### config.mk
export PLATFORM = sky130hd
export DESIGN_NAME = mecanum_drive_mixer_core
export DESIGN_NICKNAME = d
export VERILOG_FILES = /design/src/rtl/core/mdm_pkg.sv /design/src/rtl/core/mecanum_drive_mixer_core.sv
export SDC_FILE = /design/constraint.sdc
export NUM_CORES = 2
export LEC_CHECK = 0
export BUFFER_PORTS_ARGS = -buffer_cell sky130_fd_sc_hd__buf_2
export CAP_MARGIN = 20
export CORE_MARGIN = 1.5
export CORE_UTILIZATION = 66
export DETAILED_ROUTE_END_ITERATION = 10
export PLACE_DENSITY = 0.91
export SYNTH_ARGS = -nofsm -noshare
export SYNTH_HDL_FRONTEND = slang
export SYNTH_SLANG_ARGS = --single-unit
### constraint.sdc
create_clock -name clk -period 8.85 [get_ports clk]
set_clock_uncertainty 0.2 [all_clocks]
set_input_delay 1.3275 -clock clk [delete_from_list [all_inputs] [get_ports clk]]
set_output_delay 1.3275 -clock clk [all_outputs]
set_load 0.1 [all_outputs]
### src/rtl/core/mdm_pkg.sv
package mdm_pkg;

	// Field and register widths.
	localparam int PULSE_W   = 12;
	localparam int CMD_W     = 11;
	localparam int SUM_W     = 12;
	localparam int CFG_IDX_W = 3;
	localparam int N_MOTORS  = 4;
	localparam int N_REGS    = 8;

	// Pulse and command ranges.
	localparam int IN_LO       = 600;
	localparam int IN_HI       = 1600;
	localparam int CMD_MAX     = 900;
	localparam int NEUTRAL     = 1500;
	localparam int END_A_RESET = 1000;
	localparam int END_B_RESET = 2000;

	// Input map: (pulse - 600) * 9 / 5, the divide done by a reciprocal.
	localparam int MAP_D_W   = 10;
	localparam int MAP_N_W   = 14;
	localparam int MAP_P_W   = 27;
	localparam int RECIP5    = 13108;
	localparam int RECIP5_SH = 16;

	// Output map: u * span / 1800, done as (p >> 3) / 225 by reciprocal.
	localparam int U_W        = 11;
	localparam int PROD_W     = 23;
	localparam int PRE_SH     = 3;
	localparam int QH_W       = 10;
	localparam int RECIP_W    = 21;
	localparam int PART_W     = QH_W + RECIP_W;
	localparam int QSUM_W     = PART_W + QH_W;
	localparam int RECIP225   = 1193047;
	localparam int RECIP225_SH = 28;

	// Edges from the accepting edge to the edge that takes the result.
	localparam int RESULT_LATENCY = 7;

	// Motor order, shared by the register map and the result ports.
	localparam int MOTOR_FL = 0;
	localparam int MOTOR_FR = 1;
	localparam int MOTOR_RR = 2;
	localparam int MOTOR_RL = 3;

	typedef logic signed [CMD_W-1:0] cmd_t;
	typedef logic signed [SUM_W-1:0] sum_t;
	typedef logic [PULSE_W-1:0]      pulse_t;

	typedef enum logic [CFG_IDX_W-1:0] {
		REG_FL_A, REG_FL_B,
		REG_FR_A, REG_FR_B,
		REG_RR_A, REG_RR_B,
		REG_RL_A, REG_RL_B
	} cfg_reg_t;

	// Saturate a widened sum back to the command range.
	function automatic cmd_t sat_cmd(input sum_t v);
		cmd_t r;
		if (v > sum_t'(CMD_MAX)) begin
			r = cmd_t'(CMD_MAX);
		end else if (v < sum_t'(-CMD_MAX)) begin
			r = cmd_t'(-CMD_MAX);
		end else begin
			r = cmd_t'(v);
		end
		return r;
	endfunction

	// Map a radio pulse onto the command range, truncating toward zero.
	// Below the low end the result always saturates, so only the
	// non-negative offsets need the exact divide.
	function automatic cmd_t pulse_to_cmd(input pulse_t p);
		logic [MAP_D_W-1:0] d;
		logic [MAP_N_W-1:0] n;
		logic [MAP_P_W-1:0] prod;
		sum_t               q;
		cmd_t               r;
		d    = MAP_D_W'(p - pulse_t'(IN_LO));
		n    = MAP_N_W'(d) * MAP_N_W'(9);
		prod = MAP_P_W'(n) * MAP_P_W'(RECIP5);
		q    = sum_t'({1'b0, prod[MAP_P_W-1:RECIP5_SH]});
		if (p < pulse_t'(IN_LO)) begin
			r = cmd_t'(-CMD_MAX);
		end else if (p >= pulse_t'(IN_HI)) begin
			r = cmd_t'(CMD_MAX);
		end else begin
			r = cmd_t'(q - sum_t'(CMD_MAX));
		end
		return r;
	endfunction

endpackage

### src/rtl/core/mecanum_drive_mixer_core.sv
// Mecanum drive mixer: three radio pulses in, four motor pulses out.
// The result strobe follows the accepting edge through the valid registers vld_s1 to vld_s6 and result_valid_q.
// Throughput: one item per clock; busy never rises. The depth comes from the
// per-motor scaling multiply and the divide by 1800, a reciprocal multiply over two stages.
// Reset clears the pipeline valid bits and sets every motor's ends back to 1000 and 2000.
// Results are strobed for one cycle; the receiver cannot stall.
module mecanum_drive_mixer_core import mdm_pkg::*; (
	input  logic                 clk,
	input  logic                 arst_n,
	input  logic                 start,
	output logic                 busy,
	input  logic [PULSE_W-1:0]   forward_pulse,
	input  logic [PULSE_W-1:0]   strafe_pulse,
	input  logic [PULSE_W-1:0]   turn_pulse,
	input  logic                 drive_enabled,
	input  logic                 cfg_valid,
	output logic                 cfg_ready,
	input  logic [CFG_IDX_W-1:0] cfg_index,
	input  logic [PULSE_W-1:0]   cfg_data,
	output logic                 result_valid,
	output logic [PULSE_W-1:0]   front_left_out,
	output logic [PULSE_W-1:0]   front_right_out,
	output logic [PULSE_W-1:0]   rear_right_out,
	output logic [PULSE_W-1:0]   rear_left_out
);

	logic accept;

	pulse_t ends_q [N_REGS];
	pulse_t lo_c [N_MOTORS];
	pulse_t hi_c [N_MOTORS];
	pulse_t lo_q [N_MOTORS];
	pulse_t span_q [N_MOTORS];
	pulse_t neutral_q [N_MOTORS];

	logic vld_s1, vld_s2, vld_s3, vld_s4, vld_s5, vld_s6, result_valid_q;
	logic en_s1, en_s2, en_s3, en_s4, en_s5, en_s6;

	pulse_t fwd_s1, str_s1, trn_s1;
	cmd_t   f_s2, s_s2, t_s2;
	cmd_t   mix_c [N_MOTORS];

	logic [U_W-1:0]    u_s3 [N_MOTORS];
	logic [PROD_W-1:0] prod_s4 [N_MOTORS];
	logic [PART_W-1:0] pa_s5 [N_MOTORS];
	logic [PART_W-1:0] pb_s5 [N_MOTORS];
	logic [QSUM_W-1:0] qsum_c [N_MOTORS];
	pulse_t            q_s6 [N_MOTORS];
	pulse_t            out_q [N_MOTORS];

	// The block takes an item every cycle and every register write at once.
	assign busy      = 1'b0;
	assign cfg_ready = 1'b1;
	assign accept    = start & ~busy;

	// Configuration registers.
	always_ff @(posedge clk or negedge arst_n) begin
		if (!arst_n) begin
			ends_q[REG_FL_A] <= pulse_t'(END_A_RESET);
			ends_q[REG_FL_B] <= pulse_t'(END_B_RESET);
			ends_q[REG_FR_A] <= pulse_t'(END_A_RESET);
			ends_q[REG_FR_B] <= pulse_t'(END_B_RESET);
			ends_q[REG_RR_A] <= pulse_t'(END_A_RESET);
			ends_q[REG_RR_B] <= pulse_t'(END_B_RESET);
			ends_q[REG_RL_A] <= pulse_t'(END_A_RESET);
			ends_q[REG_RL_B] <= pulse_t'(END_B_RESET);
		end else if (cfg_valid && cfg_ready) begin
			ends_q[cfg_index] <= cfg_data;
		end
	end

	// Each motor's bounds are the lesser and greater of its two ends.
	always_comb begin
		for (int m = 0; m < N_MOTORS; m++) begin
			if (ends_q[CFG_IDX_W'(2 * m)] < ends_q[CFG_IDX_W'(2 * m + 1)]) begin
				lo_c[m] = ends_q[CFG_IDX_W'(2 * m)];
				hi_c[m] = ends_q[CFG_IDX_W'(2 * m + 1)];
			end else begin
				lo_c[m] = ends_q[CFG_IDX_W'(2 * m + 1)];
				hi_c[m] = ends_q[CFG_IDX_W'(2 * m)];
			end
		end
	end

	// Derived bounds are refreshed every cycle; an item accepted with or after a write reaches them well after it.
	always_ff @(posedge clk) begin
		for (int m = 0; m < N_MOTORS; m++) begin
			lo_q[m]   <= lo_c[m];
			span_q[m] <= hi_c[m] - lo_c[m];
			if (pulse_t'(NEUTRAL) < lo_c[m]) begin
				neutral_q[m] <= lo_c[m];
			end else if (pulse_t'(NEUTRAL) > hi_c[m]) begin
				neutral_q[m] <= hi_c[m];
			end else begin
				neutral_q[m] <= pulse_t'(NEUTRAL);
			end
		end
	end

	// Pipeline valid bits and the result strobe.
	always_ff @(posedge clk or negedge arst_n) begin
		if (!arst_n) begin
			vld_s1         <= 1'b0;
			vld_s2         <= 1'b0;
			vld_s3         <= 1'b0;
			vld_s4         <= 1'b0;
			vld_s5         <= 1'b0;
			vld_s6         <= 1'b0;
			result_valid_q <= 1'b0;
		end else begin
			vld_s1         <= accept;
			vld_s2         <= vld_s1;
			vld_s3         <= vld_s2;
			vld_s4         <= vld_s3;
			vld_s5         <= vld_s4;
			vld_s6         <= vld_s5;
			result_valid_q <= vld_s6;
		end
	end

	// Four wheel commands, saturating after each add or subtract.
	always_comb begin
		mix_c[MOTOR_FL] = sat_cmd(sum_t'(sat_cmd(sum_t'(f_s2) + sum_t'(s_s2))) + sum_t'(t_s2));
		mix_c[MOTOR_FR] = sat_cmd(sum_t'(sat_cmd(sum_t'(f_s2) - sum_t'(s_s2))) - sum_t'(t_s2));
		mix_c[MOTOR_RR] = sat_cmd(sum_t'(sat_cmd(sum_t'(f_s2) + sum_t'(s_s2))) - sum_t'(t_s2));
		mix_c[MOTOR_RL] = sat_cmd(sum_t'(sat_cmd(sum_t'(f_s2) - sum_t'(s_s2))) + sum_t'(t_s2));
	end

	// The reciprocal product for the divide by 225, put back together.
	always_comb begin
		for (int m = 0; m < N_MOTORS; m++) begin
			qsum_c[m] = {pa_s5[m], QH_W'(0)} + QSUM_W'(pb_s5[m]);
		end
	end

	// Datapath stages.
	always_ff @(posedge clk) begin
		// Stage 1: capture the item.
		if (accept) begin
			fwd_s1 <= forward_pulse;
			str_s1 <= strafe_pulse;
			trn_s1 <= turn_pulse;
			en_s1  <= drive_enabled;
		end

		// Stage 2: pulses mapped onto commands.
		f_s2  <= pulse_to_cmd(fwd_s1);
		s_s2  <= pulse_to_cmd(str_s1);
		t_s2  <= pulse_to_cmd(trn_s1);
		en_s2 <= en_s1;

		// Stage 3: mixed commands shifted to start at zero.
		for (int m = 0; m < N_MOTORS; m++) begin
			u_s3[m] <= U_W'(sum_t'(mix_c[m]) + sum_t'(CMD_MAX));
		end
		en_s3 <= en_s2;

		// Stage 4: scale by the motor's span.
		for (int m = 0; m < N_MOTORS; m++) begin
			prod_s4[m] <= PROD_W'(u_s3[m]) * PROD_W'(span_q[m]);
		end
		en_s4 <= en_s3;

		// Stage 5: two partial products of (p >> 3) times the reciprocal of 225.
		for (int m = 0; m < N_MOTORS; m++) begin
			pa_s5[m] <= PART_W'(prod_s4[m][PROD_W-1:PRE_SH+QH_W]) * PART_W'(RECIP225);
			pb_s5[m] <= PART_W'(prod_s4[m][PRE_SH+QH_W-1:PRE_SH]) * PART_W'(RECIP225);
		end
		en_s5 <= en_s4;

		// Stage 6: the quotient, never more than the span.
		for (int m = 0; m < N_MOTORS; m++) begin
			q_s6[m] <= qsum_c[m][RECIP225_SH+PULSE_W-1:RECIP225_SH];
		end
		en_s6 <= en_s5;

		// Result register: offset by the low bound, or the neutral pulse.
		for (int m = 0; m < N_MOTORS; m++) begin
			if (en_s6) begin
				out_q[m] <= q_s6[m] + lo_q[m];
			end else begin
				out_q[m] <= neutral_q[m];
			end
		end
	end

	assign result_valid    = result_valid_q;
	assign front_left_out  = out_q[MOTOR_FL];
	assign front_right_out = out_q[MOTOR_FR];
	assign rear_right_out  = out_q[MOTOR_RR];
	assign rear_left_out   = out_q[MOTOR_RL];

endmodule

==> impl_results.rst <==
.. list-table::
   :header-rows: 1

   * - Metric
     - Value
   * - Number of storage elements in the synthesis netlist
     - 414
   * - Worst path max stage delay
     - 570 ps
   * - PostCTS Resize Cnt
     - 0
   * - Largest net degree at the start of global routing
     - 56
   * - Number of buffers on the longest clock path
     - 3
   * - Setup slack of the worst register-to-register path
     - 490 ps
   * - Clock transition at path regs
     - 60 ps
   * - Transition time at the pin with the least slew margin
     - 961 ps
   * - Drc violations
     - 0
   * - Starting DRT DRC Count
     - 2,408
   * - Critical Path Start Type
     - flip-flop
   * - Async SR Flop Fraction
     - 13.3%
   * - Number of ports placed on the die boundary
     - 107
   * - Number of iterations in the first detailed-routing pass
     - 6
   * - Number of flops mapped to enable cells by yosys
     - 61
   * - Setup Crit Path Kind
     - flip-flop to flip-flop
   * - Max stage delay cell, worst path
     - sky130_fd_sc_hd__fa_1
   * - Count of unique library cells instantiated by Yosys
     - 96
   * - Data arrival, critical path
     - 8700 ps
   * - Starting utilization of the core area
     - 66.8%
   * - Proportion of netlist area held by the largest area contributor
     - 24.5%
   * - Most frequently used cell type in the post-synthesis netlist
     - sky130_fd_sc_hd__inv_1
   * - Synthesized instance count
     - 5,280
   * - Ranking of synthesized cells by area
     - sky130_fd_sc_hd__ha_1 25%, sky130_fd_sc_hd__fa_1 20%, sky130_fd_sc_hd__dfxtp_1 12%, sky130_fd_sc_hd__inv_1 7.9%, sky130_fd_sc_hd__xnor2_1 3.8%
   * - Post-Synthesis Mean Instance Area
     - 9.43 sq um
   * - Sum of negative setup slack
     - 0 ps
   * - Worst r2r path cells
     - 31
   * - Global-route total usage across every layer
     - 29.6%
   * - Vertical extent of the die
     - 278 microns
   * - Slew Viols, Final
     - 0
   * - Post-Syn Area
     - 49,800 sq um
   * - Area overhead of the layout relative to synthesis
     - 6.53%
   * - Synth area leader
     - sky130_fd_sc_hd__ha_1
   * - Critical path launch point
     - str_s1[3]
   * - Number of global-route vias before repair
     - 40,400
   * - Total number of clock tree sinks
     - 414
   * - Remaining antenna violation count after routing
     - 0
   * - Hpwl dp
     - 87,400 microns
   * - Biggest fanout along the worst timing path
     - 6
   * - Area after detailed placement
     - 51,200 sq um
   * - Dominant synthesized flop cell
     - sky130_fd_sc_hd__dfxtp_1
   * - Clock H-tree levels
     - 2
   * - Std-Cell Rows
     - 100
   * - Category of the worst setup path capture point
     - flip-flop
   * - Data required, critical path
     - 9190 ps
   * - Worst reg2reg endpoint
     - s_s2[10]
   * - TritonCTS clock tree
     - done
   * - Wire length of the first global-routing pass
     - 190,000 microns
   * - Crit path capture
     - s_s2[10]
   * - Wirelength, routed
     - 112,000 microns
   * - Final design utilization
     - 71.1%
   * - Max_slew headroom
     - 35.9%
   * - Count of synthesis-stage warnings from yosys
     - 0
   * - Antenna violations before repair
     - 1
   * - GR Overflow Total
     - 0
   * - Die Span X
     - 278 microns
   * - Clk Tree Root Cell
     - sky130_fd_sc_hd__clkbuf_16
   * - Number of buffers inserted during clock tree synthesis
     - 50
   * - Final period demand of the worst path
     - 8360 ps
   * - DR vias/cell
     - 5.86
   * - Result of the run
     - complete, no violations
   * - Period Utilization, post-route
     - 94.5%
   * - Average wire per standard cell
     - 17.6 microns
   * - Summed area of non-filler cells in the final layout
     - 53,000 sq um
   * - Synth top cells by count
     - 1,042 x sky130_fd_sc_hd__inv_1, 976 x sky130_fd_sc_hd__ha_1, 504 x sky130_fd_sc_hd__fa_1, 359 x sky130_fd_sc_hd__nand2_1, 298 x sky130_fd_sc_hd__dfxtp_1
   * - Number of violations of the max-capacitance limit
     - 0
   * - Share of final-layout standard cells stronger than drive strength 1
     - 5.55%
   * - Antenna diode count
     - 0
   * - Hold WC Path Type
     - flip-flop to flip-flop
   * - FF-to-FF Start
     - str_s1[3]
   * - Nets
     - 6,905
   * - Share of the yosys chip area belonging to registers
     - 18.5%
   * - Total of hold buffers inserted after clock tree synthesis
     - 0
   * - Overall via count from detail_route
     - 37,400
   * - Die area
     - 77,100 sq um
   * - Maximum clock frequency
     - 0.120 GHz
   * - Launch point of the worst hold path
     - en_s3
   * - Placeable core region
     - 74,600 sq um
   * - Weighted congestion at the end of routability-driven global placement
     - 0.934
   * - Final setup violation count
     - 0
   * - Postcts setup bufs
     - 0
   * - Clock latency on the worst-skew pair
     - 630 ps
   * - IO buf count
     - 80
   * - Final Hold Fails
     - 0
flip-flops by register name, indices dropped and copies added, names as in the netlist, 11 cells and up:
register,cells
pa_s5,60
u_s3,22
fwd_s1,12
trn_s1,12
prod_s4,40
str_s1,12
lo_q,24
s_s2,11
span_q,24
f_s2,11
pb_s5,42
ends_q,48
q_s6,24
out_q,24
neutral_q,24
t_s2,11
cells by family (layout without fill, tap and decap cells):
| logic type | after synthesis | count (layout) | share of synthesized area (%) |
|---|---|---|---|
| DFF | 414 | 414 | 18.5 |
| other | 2 | 50 | 0.0151 |
| xor gates and xnor gates | 301 | 301 | 5.33 |
| muxes | 61 | 61 | 1.35 |
| and+or+nand+nor | 1055 | 1055 | 10.2 |
| AOI/OAI and AO/OA | 818 | 818 | 10.9 |
| adders and majority gates | 1484 | 1484 | 44.9 |
| buffers and inverters | 1145 | 1227 | 8.84 |
how the worst min path moves through the flow:
stage                 end  slack, ps  cells after the start
floorplan           en_s3        110                      0
CTS                 en_s4        120                      0
detailed placement  en_s4        110                      0
global route        en_s4        120                      0
global placement    en_s6        110                      0
finish              en_s4        130                      0
placed cells by master (no fill, tap or decap), types with 11 or more instances in the layout:
cell type | synthesis | final
sky130_fd_sc_hd__buf_4 | 26 | 12
sky130_fd_sc_hd__a211oi_1 | 26 | 26
sky130_fd_sc_hd__or3_1 | 24 | 24
sky130_fd_sc_hd__dfxtp_1 | 298 | 298
sky130_fd_sc_hd__mux2i_1 | 14 | 14
sky130_fd_sc_hd__ha_1 | 976 | 975
sky130_fd_sc_hd__o22a_1 | 16 | 16
sky130_fd_sc_hd__dfstp_2 | 24 | 24
sky130_fd_sc_hd__nand3_1 | 65 | 65
sky130_fd_sc_hd__inv_1 | 1042 | 1042
sky130_fd_sc_hd__nand2b_1 | 44 | 44
sky130_fd_sc_hd__buf_2 | 4 | 80
sky130_fd_sc_hd__nor2_1 | 218 | 218
sky130_fd_sc_hd__fa_1 | 504 | 504
sky130_fd_sc_hd__edfxtp_1 | 61 | 61
sky130_fd_sc_hd__o21ai_0 | 179 | 177
sky130_fd_sc_hd__and3_1 | 26 | 26
sky130_fd_sc_hd__a21o_1 | 83 | 83
sky130_fd_sc_hd__mux2_2 | 46 | 46
sky130_fd_sc_hd__and2_1 | 124 | 124
sky130_fd_sc_hd__a21boi_0 | 17 | 17
sky130_fd_sc_hd__nor2b_1 | 52 | 52
sky130_fd_sc_hd__xor2_1 | 86 | 85
sky130_fd_sc_hd__o22ai_1 | 20 | 20
sky130_fd_sc_hd__or2_2 | 12 | 12
sky130_fd_sc_hd__dfrtp_1 | 31 | 31
sky130_fd_sc_hd__nand4_1 | 11 | 11
sky130_fd_sc_hd__conb_1 | 2 | 50
sky130_fd_sc_hd__nand2_1 | 359 | 359
sky130_fd_sc_hd__clkbuf_16 | 0 | 51
sky130_fd_sc_hd__o21a_1 | 48 | 48
sky130_fd_sc_hd__a21oi_1 | 198 | 196
sky130_fd_sc_hd__nor3_1 | 68 | 68
sky130_fd_sc_hd__o211ai_1 | 30 | 30
sky130_fd_sc_hd__xnor2_1 | 214 | 212
sky130_fd_sc_hd__nor4_1 | 12 | 12
sky130_fd_sc_hd__a31oi_1 | 25 | 24
sky130_fd_sc_hd__o21bai_1 | 24 | 24
worst max-delay path, delay by kind of cell, from the launching register on:
family                   cells  cell delay [ps]
adder cells (fa/ha/maj)     10             3920
AO/OA/AOI/OAI               12             2590
XOR/XNOR                     2              470
buffers and inverters        5              460
flip-flops                   1              430
AND/OR/NAND/NOR              2              200
per-layer routing:
layer  wire length (microns)  GRT usage [%]  vias up  part of all wire (%)
li1                        -              -    17500                     -
met1                   44200           35.3    18100                    39
met2                   56200           53.2     1425                    50
met3                    6970           4.29      407                   6.2
met4                    4580           12.5        2                   4.1
met5                      13              0        -                 0.012
metrics by stage:
stage / hold slack, ps / setup slack, ps / std cells
floorplan: 110 / 1180 / 5328
global placement: 111 / 729 / 6285
detailed placement: 113 / 455 / 6286
CTS: 124 / 417 / 6379
global route: 125 / -90.8 / 6379
finish: 125 / 489 / 6379
cell type report:
| class | instances | area [sq um] |
|---|---|---|
| Clock buffer | 64 | 1370 |
| Clock inverter | 29 | 414 |
| Fill cell | 4872 | 21500 |
| Inverter | 1042 | 3910 |
| Multi-Input combinational cell | 3769 | 36500 |
| Sequential cell | 414 | 9200 |
| Tap cell | 969 | 1210 |
| Timing Repair Buffer | 92 | 490 |
Power is left out: the tool's default activity adds up to more than one toggle a clock period on the data nets, which glitch-free logic cannot reach.
